### src/lee_pkg.sv
package lee_pkg;

   // Cluster limits
   localparam int MAX_NODES = 16;

   // Field widths
   localparam int TERM_W  = 31;
   localparam int NODE_W  = 4;
   localparam int SIZE_W  = 5;
   localparam int TALLY_W = 5;
   localparam int CSR_DATA_W = 5;

   localparam logic [TERM_W-1:0]  TERM_MAX  = {TERM_W{1'b1}};
   localparam logic [TALLY_W-1:0] TALLY_MAX = {TALLY_W{1'b1}};

   // Event codes
   typedef enum logic [2:0] {
      OP_VOTE_REQUEST = 3'd0,
      OP_VOTE_REPLY   = 3'd1,
      OP_APPEND       = 3'd2,
      OP_TIMEOUT      = 3'd3,
      OP_BEAT_TICK    = 3'd4
   } op_type;

   // Outgoing message codes
   typedef enum logic [2:0] {
      KIND_NONE        = 3'd0,
      KIND_VOTE_REPLY  = 3'd1,
      KIND_APPEND_REPLY = 3'd2,
      KIND_BCAST_VOTE  = 3'd3,
      KIND_BCAST_BEAT  = 3'd4
   } kind_type;

   // Node role
   typedef enum logic [1:0] {
      ROLE_FOLLOWER  = 2'd0,
      ROLE_CANDIDATE = 2'd1,
      ROLE_LEADER    = 2'd2
   } role_type;

   // Register indexes
   typedef enum logic [0:0] {
      CSR_SELF_NODE    = 1'b0,
      CSR_CLUSTER_SIZE = 1'b1
   } csr_index_type;

   typedef struct packed {
      logic [2:0]        operation;
      logic [TERM_W-1:0] msg_term;
      logic [NODE_W-1:0] claimed_node;
      logic [NODE_W-1:0] sender_node;
      logic              granted_in;
   } lee_req_type;

   typedef struct packed {
      logic [2:0]        send_kind;
      logic [TERM_W-1:0] send_term;
      logic              send_flag;
      logic              restart_election;
      logic              stop_election;
      logic              start_heartbeat;
      logic              stop_heartbeat;
      logic [1:0]        role_now;
      logic              leader_known;
      logic [NODE_W-1:0] leader_now;
   } lee_rsp_type;

   typedef struct packed {
      logic [NODE_W-1:0] self_node;
      logic [SIZE_W-1:0] cluster_size;
   } lee_cfg_type;

   typedef struct packed {
      logic [TERM_W-1:0]  term;
      role_type           role;
      logic               vote_cast;
      logic [NODE_W-1:0]  vote_target;
      logic [TALLY_W-1:0] vote_tally;
      logic               leader_valid;
      logic [NODE_W-1:0]  leader_node;
      logic               beat_running;
   } lee_state_type;

   localparam lee_state_type STATE_RESET = '{
      term:         '0,
      role:         ROLE_FOLLOWER,
      vote_cast:    1'b0,
      vote_target:  '0,
      vote_tally:   '0,
      leader_valid: 1'b0,
      leader_node:  '0,
      beat_running: 1'b0
   };

   localparam lee_cfg_type CFG_RESET = '{
      self_node:    '0,
      cluster_size: 5'd3
   };

endpackage

### src/lee_csr.sv
module lee_csr import lee_pkg::*; (
   input  logic                  clock,
   input  logic                  reset,
   input  logic                  csr_write,
   input  logic [0:0]            csr_index,
   input  logic [CSR_DATA_W-1:0] csr_data,
   output lee_cfg_type           cfg
);

   lee_cfg_type cfg_ff;
   lee_cfg_type cfg_in;

   // Decode register writes
   always_comb begin
      cfg_in = cfg_ff;
      if (csr_write) begin
         case (csr_index)
            CSR_SELF_NODE:    cfg_in.self_node    = csr_data[NODE_W-1:0];
            CSR_CLUSTER_SIZE: cfg_in.cluster_size = csr_data[SIZE_W-1:0];
            default:          cfg_in = cfg_ff;
         endcase
      end
   end

   always_ff @(posedge clock) begin
      if (reset) begin
         cfg_ff <= CFG_RESET;
      end else begin
         cfg_ff <= cfg_in;
      end
   end

   assign cfg = cfg_ff;

endmodule

### src/lee_step.sv
module lee_step import lee_pkg::*; #(
   parameter int NODE_LIMIT = MAX_NODES
) (
   input  lee_req_type   req,
   input  lee_state_type cur,
   input  lee_cfg_type   cfg,
   output lee_state_type nxt,
   output lee_rsp_type   rsp
);

   // Largest cluster size that still counts toward the majority
   localparam int SIZE_FIELD_MAX = (1 << SIZE_W) - 1;
   localparam logic [SIZE_W-1:0] SIZE_CAP =
      SIZE_W'((NODE_LIMIT < SIZE_FIELD_MAX) ? NODE_LIMIT : SIZE_FIELD_MAX);

   logic               term_gt;
   logic               term_lt;
   logic               vote_ok;
   logic               is_candidate;
   logic [TALLY_W-1:0] tally_inc;
   logic [SIZE_W-1:0]  size_eff;
   logic [TALLY_W-1:0] majority;
   logic               win;
   logic               from_other;
   logic [TERM_W-1:0]  term_inc;

   // Compare terms and derive the shared conditions
   assign term_gt      = req.msg_term > cur.term;
   assign term_lt      = req.msg_term < cur.term;
   assign vote_ok      = !term_lt && (term_gt || !cur.vote_cast ||
                                      (cur.vote_target == req.claimed_node));
   assign is_candidate = (cur.role == ROLE_CANDIDATE);
   assign tally_inc    = (cur.vote_tally == TALLY_MAX) ? cur.vote_tally
                                                       : cur.vote_tally + TALLY_W'(1);
   assign size_eff     = (cfg.cluster_size > SIZE_CAP) ? SIZE_CAP : cfg.cluster_size;
   assign majority     = {1'b0, size_eff[SIZE_W-1:1]} + TALLY_W'(1);
   assign win          = is_candidate && !term_gt && req.granted_in && (tally_inc >= majority);
   assign from_other   = (req.sender_node != cfg.self_node);
   assign term_inc     = (cur.term == TERM_MAX) ? cur.term : cur.term + TERM_W'(1);

   // Next state
   always_comb begin
      nxt = cur;
      case (req.operation)
         OP_VOTE_REQUEST: begin
            if (!term_lt) begin
               if (term_gt) begin
                  nxt.term = req.msg_term;
                  if (cur.role == ROLE_LEADER) begin
                     nxt.beat_running = 1'b0;
                  end
                  nxt.role      = ROLE_FOLLOWER;
                  nxt.vote_cast = 1'b0;
               end
               if (vote_ok) begin
                  nxt.vote_cast   = 1'b1;
                  nxt.vote_target = req.claimed_node;
               end
            end
         end
         OP_VOTE_REPLY: begin
            if (is_candidate) begin
               if (term_gt) begin
                  nxt.term      = req.msg_term;
                  nxt.role      = ROLE_FOLLOWER;
                  nxt.vote_cast = 1'b0;
               end else if (req.granted_in) begin
                  nxt.vote_tally = tally_inc;
                  if (win) begin
                     nxt.role         = ROLE_LEADER;
                     nxt.leader_valid = 1'b1;
                     nxt.leader_node  = cfg.self_node;
                     nxt.vote_tally   = '0;
                     nxt.beat_running = 1'b1;
                  end
               end
            end
         end
         OP_APPEND: begin
            if (!term_lt) begin
               if (term_gt && cur.beat_running) begin
                  nxt.beat_running = 1'b0;
               end
               if (from_other) begin
                  nxt.term         = req.msg_term;
                  nxt.role         = ROLE_FOLLOWER;
                  nxt.leader_valid = 1'b1;
                  nxt.leader_node  = req.claimed_node;
                  nxt.vote_cast    = 1'b0;
               end
            end
         end
         OP_TIMEOUT: begin
            nxt.term         = term_inc;
            nxt.role         = ROLE_CANDIDATE;
            nxt.leader_valid = 1'b0;
            nxt.vote_cast    = 1'b1;
            nxt.vote_target  = cfg.self_node;
            nxt.vote_tally   = '0;
         end
         default: nxt = cur;
      endcase
   end

   // Response fields
   always_comb begin
      rsp = '0;
      case (req.operation)
         OP_VOTE_REQUEST: begin
            rsp.send_kind        = KIND_VOTE_REPLY;
            rsp.send_term        = nxt.term;
            rsp.send_flag        = vote_ok;
            rsp.restart_election = vote_ok;
            rsp.stop_heartbeat   = term_gt && (cur.role == ROLE_LEADER);
         end
         OP_VOTE_REPLY: begin
            rsp.stop_election   = win;
            rsp.start_heartbeat = win;
         end
         OP_APPEND: begin
            if (term_lt) begin
               rsp.send_kind = KIND_APPEND_REPLY;
               rsp.send_term = cur.term;
            end else begin
               rsp.stop_heartbeat = term_gt && cur.beat_running;
               if (from_other) begin
                  rsp.send_kind        = KIND_APPEND_REPLY;
                  rsp.send_term        = req.msg_term;
                  rsp.send_flag        = 1'b1;
                  rsp.restart_election = 1'b1;
               end
            end
         end
         OP_TIMEOUT: begin
            rsp.send_kind        = KIND_BCAST_VOTE;
            rsp.send_term        = term_inc;
            rsp.restart_election = 1'b1;
         end
         OP_BEAT_TICK: begin
            if (cur.role == ROLE_LEADER) begin
               rsp.send_kind = KIND_BCAST_BEAT;
               rsp.send_term = cur.term;
            end
         end
         default: rsp.send_kind = KIND_NONE;
      endcase
      rsp.role_now     = nxt.role;
      rsp.leader_known = nxt.leader_valid;
      rsp.leader_now   = nxt.leader_valid ? nxt.leader_node : '0;
   end

endmodule

### src/leader_election_engine_core.sv
// A request is held in the request register, then moves to the response register when
// that register is free. Throughput: one request per cycle unless a stalled response
// holds the flow; the term, role and vote state update in the same edge that registers
// a response, so the next request sees it.
// Reset (synchronous, active high) clears the node state to follower at term 0,
// empties both stages and sets self_node to 0 and cluster_size to 3.
module leader_election_engine_core import lee_pkg::*; #(
   parameter int NODE_LIMIT = MAX_NODES
) (
   input  logic                  clock,
   input  logic                  reset,
   input  logic                  req_valid,
   output logic                  req_stall,
   input  lee_req_type           req_data,
   output logic                  rsp_valid,
   input  logic                  rsp_stall,
   output lee_rsp_type           rsp_data,
   input  logic                  csr_write,
   input  logic [0:0]            csr_index,
   input  logic [CSR_DATA_W-1:0] csr_data
);

   lee_cfg_type   cfg;
   logic          req_valid_ff, req_valid_in;
   lee_req_type   req_data_ff, req_data_in;
   lee_state_type state_ff, state_in;
   logic          rsp_valid_ff, rsp_valid_in;
   lee_rsp_type   rsp_data_ff, rsp_data_in;
   lee_state_type step_state;
   lee_rsp_type   step_rsp;
   logic          advance;
   logic          fire;

   lee_csr u_csr (
      .clock     (clock),
      .reset     (reset),
      .csr_write (csr_write),
      .csr_index (csr_index),
      .csr_data  (csr_data),
      .cfg       (cfg)
   );

   lee_step #(
      .NODE_LIMIT (NODE_LIMIT)
   ) u_step (
      .req (req_data_ff),
      .cur (state_ff),
      .cfg (cfg),
      .nxt (step_state),
      .rsp (step_rsp)
   );

   // Move the held request into the response register when it is free
   assign advance   = !rsp_valid_ff || !rsp_stall;
   assign fire      = req_valid_ff && advance;
   assign req_stall = req_valid_ff && !advance;

   always_comb begin
      req_valid_in = req_valid_ff;
      req_data_in  = req_data_ff;
      if (!req_stall) begin
         req_valid_in = req_valid;
         if (req_valid) begin
            req_data_in = req_data;
         end
      end
      state_in     = fire ? step_state : state_ff;
      rsp_valid_in = fire || (rsp_valid_ff && rsp_stall);
      rsp_data_in  = fire ? step_rsp : rsp_data_ff;
   end

   // Control and node state
   always_ff @(posedge clock) begin
      if (reset) begin
         req_valid_ff <= 1'b0;
         rsp_valid_ff <= 1'b0;
         state_ff     <= STATE_RESET;
      end else begin
         req_valid_ff <= req_valid_in;
         rsp_valid_ff <= rsp_valid_in;
         state_ff     <= state_in;
      end
   end

   // Payload
   always_ff @(posedge clock) begin
      req_data_ff <= req_data_in;
      rsp_data_ff <= rsp_data_in;
   end

   assign rsp_valid = rsp_valid_ff;
   assign rsp_data  = rsp_data_ff;

endmodule

### config.mk
export PLATFORM = sky130hd
export DESIGN_NAME = leader_election_engine_core
export DESIGN_NICKNAME = d
export VERILOG_FILES = /design/src/lee_pkg.sv /design/src/lee_csr.sv /design/src/lee_step.sv /design/src/leader_election_engine_core.sv
export SDC_FILE = /design/constraint.sdc
export NUM_CORES = 1
export LEC_CHECK = 0
export ABC_AREA = 1
export BUFFER_PORTS_ARGS = -buffer_cell sky130_fd_sc_hd__buf_2
export CAP_MARGIN = 20
export CORE_MARGIN = 2
export CORE_UTILIZATION = 40
export DETAILED_ROUTE_END_ITERATION = 8
export PLACE_DENSITY = 0.6
export SYNTH_ARGS = -nofsm -noshare
export SYNTH_HDL_FRONTEND = slang
export SYNTH_HIERARCHICAL = 1
export SYNTH_SLANG_ARGS = --single-unit
### constraint.sdc
create_clock -name clock -period 3.1 [get_ports clock]
set_input_delay 0.155 -clock clock [delete_from_list [all_inputs] [get_ports clock]]
set_output_delay 0.155 -clock clock [all_outputs]
set_load 0.05 [all_outputs]
# == Yosys cells after proc, flatten, opt, wreduce, memory -nomap -nowiden ==
# Index checks and enable logic that the tools add are counted.
# op_classes
add_sub_neg,3
order_cmp,4
n_eq_ne,23
mux,40
bitwise,2
n_reduce_logical,31
# ops
cell,count
$mux W34,6
$pmux W34 S4,1
$pmux W31 S4,1
$mux W31,2
$mux W11,4
$mux W38,1
$mux W35,1
$add A31 B1 Y31 const B,1
$eq A31 B31 Y1 const B,1
$gt A31 B31 Y1,1
$lt A31 B31 Y1,1
$mux W5,4
$ne A2 B1 Y1 const B,8
$pmux W4 S2,2
$pmux W3 S4,1
$reduce_and A11 Y1,1
$pmux W5 S2,1
$logic_and A1 B1 Y1,9
$pmux W1 S3,3
$mux W2,4
$ne A2 B2 Y1 const B,4
$reduce_and A8 Y1,1
$eq A3 B2 Y1 const B,2
$logic_not A1 Y1,6
24 further kinds,37
# totals
reg_bits,148
input_bits,54
output_inout_bits,48
word_cells,129

# == Longest topological paths before layout ==
# logic_depth
depth_word,11
mapped_depth,23
mapped_depth_nobuf,22

# == Hierarchy ==
# The synthesis kept the hierarchy.
# modules_own_cells
mod,instances,cells_each,area_each_um2,seq_area_each_um2
lee_step,1,1159,5868.1,0.0
leader_election_engine_core,1,422,4922.2,3693.5
lee_csr,1,50,351.6,180.2

# == Least setup slack after synthesis ==
# Ideal clock, no wire load.
# synth_path
kind,register to register
start,register req_valid_ff
end,"register rsp_data_ff (netlist bit rsp_data[0]), enable pin"
setup_time_ns,0.465
arrival_time_ns,2.938
t_required_ns,2.635
path_slack_ns,-0.303
path_stages_with_launch,5
path_buffers,2
period_less_slack_ns,3.403
cell_sequence,dfxtp_1 buf_2 buf_2 inv_1 a21oi_1
# synth_via
elab_chain_cells,1
# synth_lines
item,line_no,text
"start, declared",leader_election_engine_core.sv:24,"logic req_valid_ff, req_valid_in;"
"start signal, assigned",leader_election_engine_core.sv:79,req_valid_ff <= req_valid_in;
$logic_and A1 B1 Y1,leader_election_engine_core.sv:55,assign fire = req_valid_ff && advance;
net fire,leader_election_engine_core.sv:32,logic fire;
"end signal, assigned",leader_election_engine_core.sv:88,rsp_data_ff <= rsp_data_in;
"end, declared",leader_election_engine_core.sv:28,"lee_rsp_type rsp_data_ff, rsp_data_in;"
# The timed path passes the listed nets, and every way through them passes these cells.
# A chain may end at the register's enable or synchronous reset.

==> run_results.csv <==
group,metric,value,unit
run_status,status,"complete, no violations",
final_layout,final_cells,2163,
place,hpwl,23.82,mm
final_layout,stdcell_area,0.01325,mm^2
final_layout,diodes,0,
timing,tns,0,ns
power,switching_share,34.35,%
timing,max-slew-margin-rel,24.99,%
detailed_routing,drt_iter0_drc,1046,
clock_tree,clkSinkCount,148,
global_route,grt_usage,24.48,%
floorplanning,dieArea,0.02912,mm^2
timing,timing.fmax,350.2,MHz
final_layout,drive_above_1_share,15.46,%
timing,finClkSkew,0.01244,ns
floorplanning,start_util,40.32,%
global_route,grt_antenna_before_repair,0,
clock_tree,cts_tree,"built",
power,pwr-share-seq,39.6,%
synth,synth_area,0.01111,mm^2
job,maxCapViolCount,0,
place,dp.cells,2079,
timing,period_minus_slack,2.856,ns
power,p_per_area,441.8,mW/mm^2
power,pwr-share-clk,35.4,%
critical_path,crit_path_end_kind,"register",
critical_path,critPathSlowestCell,"dfxtp_1",
final_layout,nNetsFinal,1865,
clock_tree,clkTransAtPathRegs,0.07,ns
clock_tree,root_buffer,"clkbuf_16",
place,pre_cts_slack,0.1534,ns
detailed_routing,drt.antenna.violating_nets,0,
timing,hold_ws,0.03436,ns
global_route,grt_max_degree,99,
detailed_routing,routed_wl,34.66,mm
timing,setup_viol,0,
global_route,grt_pass1_vias,10514,
final_layout,nFillCells,2751,
place,postPlaceCellArea,0.01214,mm^2
synth,ys.warnings.count,6,
floorplanning,core,0.02755,mm^2
floorplanning,ioPinCount,102,
power,p_sw,2.011,mW
clock_tree,insertion_delay,0.46,ns
timing,finalCritPeriodShare,92.12,%
detailed_routing,avgViaCountPerCell,5.201,
clock_tree,cts_buffers,17,
power,p_leak,5.964,nW
hold_path,hp-class,"input port to register",
power,comb_power_share,25.1,%
global_route,overflow,0,
floorplanning,die_h,170.7,um
power,p_int,3.843,mW
clock_tree,htree_levels,4,
critical_path,path_max_fanout,9,
critical_path,required,3.49,ns
timing,rsz0062_at_grt,"true",
final_layout,utilization,48.09,%
synth,syn_nets,1720,
power,ir_drop,0.3770,mV
detailed_routing,firstDrtPassIters,5,
critical_path,worstRegToRegCells,17,
critical_path,crit_type,"register to register",
clock_tree,cts.path.max_buffers,2,
timing,setup_ws,0.2444,ns
synth,syn_avg_cell_area,6.828,um^2
global_route,grt_pass1_wl,55.30,mm
timing,worstMarginPinSlew,1.125,ns
detailed_routing,wl_per_cell,16.02,um
place,gp_congestion,0.9278,
final_layout,syn_to_final_growth,19.27,%
timing,final_hold_viol_count,0,
critical_path,crit_path_max_incr_delay,0.47,ns
detailed_routing,drc,0,
timing,report.final.slew_viol_count,0,
critical_path,cp-start-kind,"register",
power,p_total,5.853,mW
synth,postSynthCellCount,1627,
floorplanning,die_x,170.7,um
critical_path,critPathArrivalTime,3.24,ns
detailed_routing,dr_total_vias,11250,
place,io_buffers,101,
critical_path,path_cells,"inv_1 > ha_1 > nand2_1 > nor2_2 > nand4_1 > nor2_2 > nand2_2 > nand2_8 > nand3_4 > buf_4 > o21ai_2 > nor2_1 > a21oi_1 > inv_1 > nand3_1 > nand2_1 > nor2_1",
floorplanning,row_count,61,
hold_path,holdPathStages,4,
[flip-flops by register name, indices dropped and copies added (netlist names)]
register,count
req_data_ff,43
req_valid_ff,1
rsp_data,46
rsp_valid,1
state_ff,49
u_csr/cfg,8
[timing repair]
item	in CTS	in global routing
buffers inserted	0	1
hold endpoints to repair	50	0
resized for setup	0	10
hold buffers	51	0
endpoints found under the setup margin	0	48
[worst max-delay path, delay by kind of cell (launching register included)]
kind                     cells  cell delay (ns)
buffers and inverters        3             0.46
flip-flops                   1             0.47
AO/OA/AOI/OAI                2             0.28
adder cells (fa/ha/maj)      1             0.31
AND/OR/NAND/NOR             11             1.26
[final timing paths]
check | slack (ns) | start | end
worst max-delay path | 0.24 | state_ff[46]$_SDFFE_PP0P_ | state_ff[36]$_SDFFE_PP0P_
worst min-delay path | 0.03 | csr_index | u_csr/cfg[8]$_SDFFE_PP0P_
worst max register to register | 0.24 | state_ff[46]$_SDFFE_PP0P_ | state_ff[36]$_SDFFE_PP0P_
worst min register to register | 0.49 | u_csr/cfg[3]$_SDFFE_PP0P_ | u_csr/cfg[3]$_SDFFE_PP0P_
[power by group through the flow]
| stage | clock network, mW | registers (mW) | logic [mW] |
|---|---|---|---|
| after global placement | 0 | 2.35 | 1.38 |
| after detailed placement | 0 | 2.35 | 1.39 |
| after floorplan | 0 | 2.45 | 0.899 |
| after global routing | 2.22 | 2.33 | 1.63 |
| final | 2.07 | 2.32 | 1.47 |
| after CTS | 2.12 | 2.31 | 1.45 |
[routing by layer]
layer,track usage (%),routed length [um],vias to the layer above
met5,0,0,-
met4,8.807,848,0
met3,4.811,2194,53
met2,39.94,15890,400
met1,32.20,15730,5176
li1,-,-,5621
[placed cells by master (no fill, tap or decap), types with 6 or more instances in the layout]
master	n
a21oi_1	186
edfxtp_1	89
nor2_2	7
nand4_1	25
o21ai_0	22
nand2_2	12
xor2_1	21
buf_2	101
nand3_1	157
inv_1	203
inv_2	9
o211ai_1	35
ha_1	39
a21oi_2	8
buf_4	55
dfxtp_2	6
nand2_1	404
inv_6	6
nor2_1	181
nor3_1	11
dfxtp_1	53
clkbuf_16	17
o21ai_2	21
dlygate4sd3_1	51
[final cells by class]
class                           instances  area, um^2  share of cell area [%]
Clock buffer                           18       429.2                   3.239
Tap cell                              378       473.0                   3.569
Inverter                              216       817.0                   6.166
Sequential cell                       148        3861                   29.14
Multi-Input combinational cell       1177        5998                   45.27
Clock inverter                         14       142.6                   1.076
Timing Repair Buffer                  212        1529                   11.54
(Power assumes the default switching activity.)
